===== config.mk =====
export PLATFORM = sky130hd
export DESIGN_NAME = touch_point_correlation_filter_unit
export DESIGN_NICKNAME = d
export VERILOG_FILES = /design/src/hdl/tpcf_pkg.sv /design/src/hdl/touch_point_correlation_filter_unit.sv
export SDC_FILE = /design/constraint.sdc
export NUM_CORES = 2
export LEC_CHECK = 0
export ABC_AREA = 1
export ABC_CLOCK_PERIOD_IN_PS = 11700
export BUFFER_PORTS_ARGS = -buffer_cell sky130_fd_sc_hd__clkbuf_2
export CORE_UTILIZATION = 69
export CTS_CLUSTER_SIZE = 14
export DETAILED_ROUTE_END_ITERATION = 10
export PLACE_DENSITY_LB_ADDON = 0.08
export SLEW_MARGIN = 20
export SYNTH_ARGS = -nofsm -noshare
export SYNTH_HDL_FRONTEND = slang
export SYNTH_SLANG_ARGS = --single-unit

===== constraint.sdc =====
create_clock -name clk -period 11.7 [get_ports clk]
set_input_delay 1.17 -clock clk [delete_from_list [all_inputs] [get_ports clk]]
set_output_delay 1.17 -clock clk [all_outputs]
set_load 0.005 [all_outputs]

===== src/hdl/tpcf_pkg.sv =====
package tpcf_pkg;

  // Coordinate width range and default
  localparam int COORD_BITS_DEF = 16;
  localparam int COORD_BITS_MAX = 24;

  // Port widths
  localparam int IN_COORD_W = 16;
  localparam int PRESS_W    = 10;
  localparam int OUT_COORD_W = 12;
  localparam int S_TDATA_W  = 48;
  localparam int M_TDATA_W  = 24;
  localparam int CFG_IDX_W  = 2;
  localparam int CFG_DATA_W = 12;

  // Correlation arithmetic
  localparam int VEC_LIMIT = 31;
  localparam int FRAC_BITS = 10;
  localparam int SCORE_ONE = 1 << FRAC_BITS;
  localparam int SUBPIX_BITS = 4;

  // Register indexes
  localparam logic [CFG_IDX_W-1:0] REG_FILTER_LEVEL = 2'd0;
  localparam logic [CFG_IDX_W-1:0] REG_JITTER_X     = 2'd1;
  localparam logic [CFG_IDX_W-1:0] REG_JITTER_Y     = 2'd2;
  localparam logic [CFG_IDX_W-1:0] REG_RELEASE_THR  = 2'd3;

endpackage


===== src/hdl/touch_point_correlation_filter_unit.sv =====
// Touch point correlation filter.
// A release or a point that needs no scoring goes from START to FINISH; each direction score
// runs load, halving until the vectors fit in 5 bits, multiply steps, check, divide and fold,
// at most three scores per item.
// One item at a time; output stalls delay the result and so the next item.
// Reset (rst, synchronous): accepted point, counts and registers clear to zero, no pending item.
module touch_point_correlation_filter_unit import tpcf_pkg::*; #(
  parameter int COORD_BITS = COORD_BITS_DEF
) (
  input  logic                  clk,
  input  logic                  rst,
  input  logic                  s_tvalid,
  output logic                  s_tready,
  input  logic [S_TDATA_W-1:0]  s_tdata,   // point_x[15:0], point_y[31:16], pressure[41:32]
  output logic                  m_tvalid,
  input  logic                  m_tready,
  output logic [M_TDATA_W-1:0]  m_tdata,   // out_x[11:0], out_y[23:12]
  output logic                  m_tuser,   // valid_res
  input  logic                  cfg_we,
  input  logic [CFG_IDX_W-1:0]  cfg_index,
  input  logic [CFG_DATA_W-1:0] cfg_wdata
);

  localparam int CW = COORD_BITS;
  localparam int VW = COORD_BITS + 1;

  typedef enum logic [3:0] {
    ST_IDLE, ST_START, ST_LOAD, ST_SHIFT, ST_MUL, ST_CHECK, ST_DIV, ST_DONE, ST_FINISH
  } state_t;

  typedef enum logic [1:0] {
    CALL_LAST, CALL_FIRST, CALL_PAIR
  } call_t;

  state_t state;
  call_t  call;

  // Configuration
  logic signed [11:0] filter_level;
  logic [10:0] jitter_x, jitter_y;
  logic [PRESS_W-1:0] release_thr;

  // History
  logic signed [CW-1:0] acc_x, acc_y, cand0_x, cand0_y, cand1_x, cand1_y;
  logic has_acc;
  logic [1:0] cand_cnt;

  // Current item
  logic signed [CW-1:0] px, py;
  logic [PRESS_W-1:0] pr;
  logic released, did_corr;

  // Score working registers
  logic signed [VW-1:0] v1x, v1y, v2x, v2y;
  logic same_cell;
  logic [2:0] mstep;
  logic [11:0] s1, s2;
  logic signed [11:0] nacc;
  logic [21:0] dval, nsq;
  logic [31:0] rem, dsh;
  logic [10:0] quo;
  logic [3:0] dcnt;
  logic neg;
  logic signed [11:0] best;
  logic sel;

  // Output register
  logic [OUT_COORD_W-1:0] out_x, out_y;
  logic out_valid;

  // Input coordinates sign-extended to COORD_BITS_MAX, wrapped to COORD_BITS at capture
  logic signed [COORD_BITS_MAX-1:0] in_x_ext, in_y_ext;
  assign in_x_ext = COORD_BITS_MAX'($signed(s_tdata[IN_COORD_W-1:0]));
  assign in_y_ext = COORD_BITS_MAX'($signed(s_tdata[2*IN_COORD_W-1:IN_COORD_W]));

  // Select the three points of the current score
  logic signed [CW-1:0] p0_x, p0_y, a_x, a_y, b_x, b_y;
  logic signed [CW-1:0] a_sx, a_sy, c_sx, c_sy;
  always_comb begin
    p0_x = has_acc ? acc_x : cand0_x;
    p0_y = has_acc ? acc_y : cand0_y;
    case (call)
      CALL_LAST: begin
        a_x = p0_x;
        a_y = p0_y;
        b_x = (cand_cnt == 2'd2) ? cand1_x : cand0_x;
        b_y = (cand_cnt == 2'd2) ? cand1_y : cand0_y;
      end
      CALL_FIRST: begin
        a_x = p0_x;
        a_y = p0_y;
        b_x = cand0_x;
        b_y = cand0_y;
      end
      CALL_PAIR: begin
        a_x = cand0_x;
        a_y = cand0_y;
        b_x = cand1_x;
        b_y = cand1_y;
      end
      default: begin
        a_x = p0_x;
        a_y = p0_y;
        b_x = cand0_x;
        b_y = cand0_y;
      end
    endcase
    a_sx = a_x >>> SUBPIX_BITS;
    a_sy = a_y >>> SUBPIX_BITS;
    c_sx = px >>> SUBPIX_BITS;
    c_sy = py >>> SUBPIX_BITS;
  end

  // Any vector component still beyond the 5-bit range
  logic too_big;
  assign too_big = (v1x > VEC_LIMIT) || (v1x < -VEC_LIMIT) ||
                   (v1y > VEC_LIMIT) || (v1y < -VEC_LIMIT) ||
                   (v2x > VEC_LIMIT) || (v2x < -VEC_LIMIT) ||
                   (v2y > VEC_LIMIT) || (v2y < -VEC_LIMIT);

  // Shared multiplier
  logic signed [11:0] mul_a, mul_b, n_abs;
  logic signed [23:0] prod;
  assign n_abs = nacc[11] ? -nacc : nacc;
  always_comb begin
    case (mstep)
      3'd0: begin mul_a = $signed(v1x[11:0]); mul_b = $signed(v1x[11:0]); end
      3'd1: begin mul_a = $signed(v1y[11:0]); mul_b = $signed(v1y[11:0]); end
      3'd2: begin mul_a = $signed(v2x[11:0]); mul_b = $signed(v2x[11:0]); end
      3'd3: begin mul_a = $signed(v2y[11:0]); mul_b = $signed(v2y[11:0]); end
      3'd4: begin mul_a = $signed(v1x[11:0]); mul_b = $signed(v2x[11:0]); end
      3'd5: begin mul_a = $signed(v1y[11:0]); mul_b = $signed(v2y[11:0]); end
      3'd6: begin mul_a = $signed(s1);        mul_b = $signed(s2);        end
      default: begin mul_a = n_abs;           mul_b = n_abs;              end
    endcase
  end
  assign prod = mul_a * mul_b;

  // Score of the finished step and running best
  logic signed [11:0] score, quo_s, best_new;
  assign quo_s = $signed({1'b0, quo});
  assign score = neg ? -quo_s : quo_s;
  assign best_new = (score > best) ? score : best;

  // Jitter test against the last accepted point
  logic signed [CW-1:0] sx, sy, sx_sh, sy_sh;
  logic signed [VW-1:0] dxa, dya;
  logic [VW-1:0] adx, ady;
  logic in_jitter, take;
  always_comb begin
    sx = sel ? cand1_x : cand0_x;
    sy = sel ? cand1_y : cand0_y;
    sx_sh = sx >>> SUBPIX_BITS;
    sy_sh = sy >>> SUBPIX_BITS;
    dxa = VW'(sx) - VW'(acc_x);
    dya = VW'(sy) - VW'(acc_y);
    adx = dxa[VW-1] ? VW'(-dxa) : VW'(dxa);
    ady = dya[VW-1] ? VW'(-dya) : VW'(dya);
    in_jitter = ((adx >> SUBPIX_BITS) <= VW'(jitter_x)) &&
                ((ady >> SUBPIX_BITS) <= VW'(jitter_y));
    take = did_corr && (best > filter_level);
  end

  assign s_tready = (state == ST_IDLE);
  logic out_free;
  assign out_free = !m_tvalid || m_tready;

  always_ff @(posedge clk) begin
    if (rst) begin
      state        <= ST_IDLE;
      call         <= CALL_LAST;
      m_tvalid     <= 1'b0;
      has_acc      <= 1'b0;
      cand_cnt     <= 2'd0;
      acc_x        <= '0;
      acc_y        <= '0;
      filter_level <= '0;
      jitter_x     <= '0;
      jitter_y     <= '0;
      release_thr  <= '0;
    end else begin
      // Take configuration writes
      if (cfg_we) begin
        case (cfg_index)
          REG_FILTER_LEVEL: filter_level <= $signed(cfg_wdata);
          REG_JITTER_X:     jitter_x <= cfg_wdata[10:0];
          REG_JITTER_Y:     jitter_y <= cfg_wdata[10:0];
          REG_RELEASE_THR:  release_thr <= cfg_wdata[PRESS_W-1:0];
          default: ;
        endcase
      end

      // Drop the output item once taken, unless a new one replaces it
      if (m_tvalid && m_tready && state != ST_FINISH) m_tvalid <= 1'b0;

      case (state)
        // Capture an item
        ST_IDLE: begin
          if (s_tvalid) begin
            px <= in_x_ext[CW-1:0];
            py <= in_y_ext[CW-1:0];
            pr <= s_tdata[2*IN_COORD_W+PRESS_W-1:2*IN_COORD_W];
            state <= ST_START;
          end
        end

        // Decide between release, scoring and plain append
        ST_START: begin
          released <= pr < release_thr;
          did_corr <= 1'b0;
          call <= CALL_LAST;
          if (pr < release_thr) begin
            state <= ST_FINISH;
          end else if (cand_cnt > 2'd1 || (cand_cnt != 2'd0 && has_acc)) begin
            did_corr <= 1'b1;
            state <= ST_LOAD;
          end else begin
            state <= ST_FINISH;
          end
        end

        // Form the two direction vectors
        ST_LOAD: begin
          v1x <= VW'(b_x) - VW'(a_x);
          v1y <= VW'(b_y) - VW'(a_y);
          v2x <= VW'(px) - VW'(b_x);
          v2y <= VW'(py) - VW'(b_y);
          same_cell <= (a_sx == c_sx) && (a_sy == c_sy);
          state <= ST_SHIFT;
        end

        // Halve all components until they fit in 5 bits
        ST_SHIFT: begin
          if (too_big) begin
            v1x <= v1x >>> 1;
            v1y <= v1y >>> 1;
            v2x <= v2x >>> 1;
            v2y <= v2y >>> 1;
          end else begin
            mstep <= 3'd0;
            state <= ST_MUL;
          end
        end

        // Norms, dot product and the two wide products
        ST_MUL: begin
          case (mstep)
            3'd0: s1 <= prod[11:0];
            3'd1: s1 <= s1 + prod[11:0];
            3'd2: s2 <= prod[11:0];
            3'd3: s2 <= s2 + prod[11:0];
            3'd4: nacc <= $signed(prod[11:0]);
            3'd5: nacc <= nacc + $signed(prod[11:0]);
            3'd6: dval <= prod[21:0];
            default: nsq <= prod[21:0];
          endcase
          mstep <= mstep + 3'd1;
          if (mstep == 3'd7) state <= ST_CHECK;
        end

        // Handle degenerate cases or start the division
        ST_CHECK: begin
          neg <= (dval != '0) && !same_cell && nacc[11];
          if (dval == '0) begin
            quo <= 11'(SCORE_ONE);
            state <= ST_DONE;
          end else if (same_cell) begin
            quo <= '0;
            state <= ST_DONE;
          end else begin
            rem <= {nsq, FRAC_BITS'(0)};
            dsh <= {dval, FRAC_BITS'(0)};
            quo <= '0;
            dcnt <= 4'(FRAC_BITS);
            state <= ST_DIV;
          end
        end

        // One quotient bit per cycle
        ST_DIV: begin
          if (rem >= dsh) rem <= rem - dsh;
          quo <= {quo[9:0], rem >= dsh};
          dsh <= dsh >> 1;
          dcnt <= dcnt - 4'd1;
          if (dcnt == 4'd0) state <= ST_DONE;
        end

        // Fold the score into the best and pick the next score
        ST_DONE: begin
          case (call)
            CALL_LAST: begin
              best <= score;
              sel <= cand_cnt == 2'd2;
              if (cand_cnt == 2'd2) begin
                call <= CALL_FIRST;
                state <= ST_LOAD;
              end else begin
                state <= ST_FINISH;
              end
            end
            CALL_FIRST: begin
              best <= best_new;
              if (score > best) sel <= 1'b0;
              if (best_new <= filter_level) begin
                call <= CALL_PAIR;
                state <= ST_LOAD;
              end else begin
                state <= ST_FINISH;
              end
            end
            default: begin
              best <= best_new;
              if (score > best) sel <= 1'b1;
              state <= ST_FINISH;
            end
          endcase
        end

        // Update history and present the result once the output is free
        ST_FINISH: begin
          if (out_free) begin
            m_tvalid <= 1'b1;
            out_valid <= 1'b0;
            out_x <= '0;
            out_y <= '0;
            if (released) begin
              has_acc <= 1'b0;
              cand_cnt <= 2'd0;
            end else if (take) begin
              if (!(has_acc && in_jitter)) begin
                acc_x <= sx;
                acc_y <= sy;
                has_acc <= 1'b1;
                out_valid <= 1'b1;
                out_x <= sx_sh[OUT_COORD_W-1:0];
                out_y <= sy_sh[OUT_COORD_W-1:0];
              end
              cand0_x <= px;
              cand0_y <= py;
              cand_cnt <= 2'd1;
            end else if (cand_cnt == 2'd2) begin
              cand0_x <= cand1_x;
              cand0_y <= cand1_y;
              cand1_x <= px;
              cand1_y <= py;
            end else if (cand_cnt == 2'd1) begin
              cand1_x <= px;
              cand1_y <= py;
              cand_cnt <= 2'd2;
            end else begin
              cand0_x <= px;
              cand0_y <= py;
              cand_cnt <= 2'd1;
            end
            state <= ST_IDLE;
          end
        end

        default: state <= ST_IDLE;
      endcase
    end
  end

  assign m_tdata = {out_y, out_x};
  assign m_tuser = out_valid;

endmodule


==> results by group <==
Outcome
  • Outcome: finished, final reports clean

Logic synthesis
  • Syn_area_per_cell: 8.32 um2
  • Post-synth EDFFs: 378
  • Asr flop ratio synth: 0%
  • Syn Nets: 4,768
  • Ys Warns: 0
  • Compound-Gate Fraction of Synth Area: 14.6%
  • Sequential share of the synthesized area: 36.8%
  • Synthesized flop and latch total: 464
  • Adder-Cell Fraction of Synth Area: 17.9%
  • Post-Synth Simple-Gate Area: 17.9%
  • Syn Inst Count: 4,275
  • Post-Synthesis Cell Area: 0.0356 mm2
  • Largest family of logic cells by synthesized area: adder cells
  • Unique cell type count in the Yosys netlist: 67
  • XOR/XNOR share of the synthesized area: 3.98%
  • Mux share of post-synthesis cell area: 0.0317%
  • Post-synth top flop: edfxtp_1

STA
  • Hold_ws: 466 ps
  • Final period util: 76.8%
  • Worst-Margin Slew: 1130 ps
  • FMAX: 111 MHz
  • Worst Skew: 38.8 ps
  • Slew Viols, Final: 0
  • Post-route setup TNS: 0 ps
  • RSZ-0062 raised after global routing: no
  • Slew HR: 24.7%
  • Final-report hold violation count: 0
  • Min cycle time layout: 8990 ps
  • Final setup violation count: 0
  • Slack of the critical path: 2710 ps

Floorplan
  • Core Rows: 82
  • Die Area: 0.0524 mm2
  • Die Wd: 229 um
  • I/O Pins: 94
  • Core Region: 0.0505 mm2
  • Die height: 229 um
  • Starting density of the core: 70.4%

Pwr
  • P_leak: 17.3 nW
  • Pwr/cell area: 114 mW/mm2
  • Worst vdd ir: 163 uV
  • Tot Pwr: 4.38 mW

Routing
  • Starting DRT DRC Count: 3,116
  • Via/cell ratio: 5.97
  • Avg WL per Cell: 18.3 um
  • Remaining antenna violation count: 0
  • 1st-pass router iterations: 6
  • Via count: 30,100
  • Final wirelength: 92,500 um
  • # DRC: 0

Cells and area
  • Commonest non-fill, non-tap cell in the layout: nand2_1
  • Most frequent cells in the layout: nand2_1, inv_1, edfxtp_1
  • Fill count: 3,785
  • Register Area: 0.0131 mm2
  • # nets final: 4,826
  • Area Overhead vs Synth: 8.01%
  • Layout cell share with drive strength beyond 1: 7.49%
  • Final instance area: 0.0384 mm2
  • Multi-input gate area: 0.0194 mm2

Clock network
  • Clock buffer depth: 3
  • CTS tree: done
  • Number of gates resized after cts: 0
  • Post CTS Setup Buffer Count: 0
  • Number of H-tree levels: 2
  • Reg clk slew, reported paths: 60 ps
  • Hold Buf Count CTS: 0
  • Clk_lat worst skew: 610 ps
  • Cts bufs inserted: 49
  • # clock sinks: 464
  • Root buffer cell: clkbuf_16

Worst setup path
  • Slowest cell delay on critical path: 830 ps
  • Worst Path Max Fanout: 14
  • Worst reg2reg path startpoint: mstep[1]$_SDFFCE_PN0P_
  • WS Path Type: reg -> reg
  • Crit path from: mstep[1]$_SDFFCE_PN0P_
  • Worst path most repeated cell: inv_1
  • Critical Path Sink Type: flip-flop
  • CP max-delay cell: nor2_1
  • Critical Path RT: 11,990 ps
  • CP arrival: 9280 ps
  • Startpoint Class: flip-flop
  • R2R Setup Slk: 2710 ps

Placed design
  • Placer's final routability congestion estimate: 0.946
  • Detailed Place HPWL: 69,500 um
  • Post-Place Worst Slack: 3070 ps
  • Placed cell areas: 0.0366 mm2
  • PortBufs: 87

Global route
  • GR Overflow Total: 0
  • Pin count of the biggest net entering global routing: 92
  • Initial antenna violation count: 2
  • Gr usage total: 35.5%
  • First-pass GRT wire length: 149,000 um
  • Number of global-route vias before repair: 28,800

Hold path
  • Hold Crit Class: reg -> reg
  • Hold path startpoint: jitter_y[5]$_SDFFE_PP0P_

Job
  • Max cap viols: 0
synthesized netlist by cell type, drive strengths merged (2+ instances only):
cell type  instances  share of area (%)
a2111oi            2              0.049
a211oi             6               0.13
a21boi             8               0.17
a21o              15               0.32
a21oi            300                4.3
a221oi            12               0.30
a22o               4              0.099
a22oi              4               0.12
a31oi             48               0.84
and3               2              0.035
buf               43               0.63
clkbuf            65               0.69
clkinv            10               0.11
dfxtp             86                4.8
edfxtp           378                 32
fa               138                7.8
ha               288                 10
inv              706                7.5
nand2            869                9.5
nand3            126                1.9
nand3b            11               0.23
nand4             34               0.68
nor2             360                4.0
nor3              30               0.42
nor4              32               0.61
o2111ai           14               0.36
o211ai             6               0.13
o21a              15               0.32
o21ai            367                5.3
o21bai            10               0.21
o221ai             4              0.099
o22ai             66                1.2
o311ai             3              0.074
o31ai             10               0.21
o32ai              6               0.15
o41ai              4              0.099
or2               24               0.42
or4                2              0.042
xnor2             57                1.4
xor2             103                2.6
stage by stage:
step,util (%),std cells
final,76.1,5041
after global routing,76.1,5040
after CTS,76.1,5040
after detailed placement,72.6,4954
after global placement,72.6,4954
after floorplan,-,4275
where the power goes:
group	leakage, nW	switching (mW)	internal [mW]
clock	0.848	0.678	1.04
sequential	4.16	0.0224	1.85
combinational	12.2	0.508	0.285
total	17.3	1.21	3.18
critical path: cells and delay by family, from the launching register on:
| kind | cells | cell delay [ps] |
|---|---|---|
| fa+ha+maj | 8 | 3260 |
| simple gates | 8 | 1910 |
| compound gates | 7 | 1250 |
| xor+xnor | 1 | 180 |
| buf+inv | 9 | 1620 |
| flops | 1 | 460 |
worst paths after layout:
path,cells after the start,to
worst max-delay path,33,s1[11]$_DFFE_PP_
worst min-delay path,2,jitter_y[5]$_SDFFE_PP0P_
worst max register to register,33,s1[11]$_DFFE_PP_
worst min register to register,2,jitter_y[5]$_SDFFE_PP0P_
per-layer routing:
metal	part of all wire [%]	track usage (%)	vias to the layer above
met5	0	0	-
met3	8.9	5.59	218
met1	42	48.9	14100
met2	46	57.7	1361
li1	-	-	14400
met4	3.1	11.3	0
cells by family (layout without fill, tap and decap cells):
group | Yosys count | in the layout
AOI/OAI and AO/OA | 909 | 909
and+or+nand+nor | 1491 | 1491
adders and majority gates | 426 | 426
other | 0 | 1
muxes | 1 | 1
buffers and inverters | 824 | 917
xor gates and xnor gates | 160 | 160
DFF | 464 | 464
state kept, by name, summed over array words and instances, names as in the netlist, 12 cells and up:
signal	flops
px	16
dval	22
out_x	12
cand0_x	16
cand1_x	16
cand1_y	16
cand0_y	16
out_y	12
filter_level	12
s1	12
best	12
py	16
acc_y	16
rem	32
nsq	22
v1x	17
nacc	12
v2y	17
v2x	17
dsh	32
v1y	17
s2	12
acc_x	16
layout make-up:
class	instances	share of cell area (%)
antenna	1	0.00652
clock buffer	61	3.53
clock inverter	25	1.07
inverter	716	7.00
multi-input combinational	2987	50.5
sequential	464	34.0
tap	672	2.19
timing repair buffer	115	1.68
(Power assumes the default switching activity.)
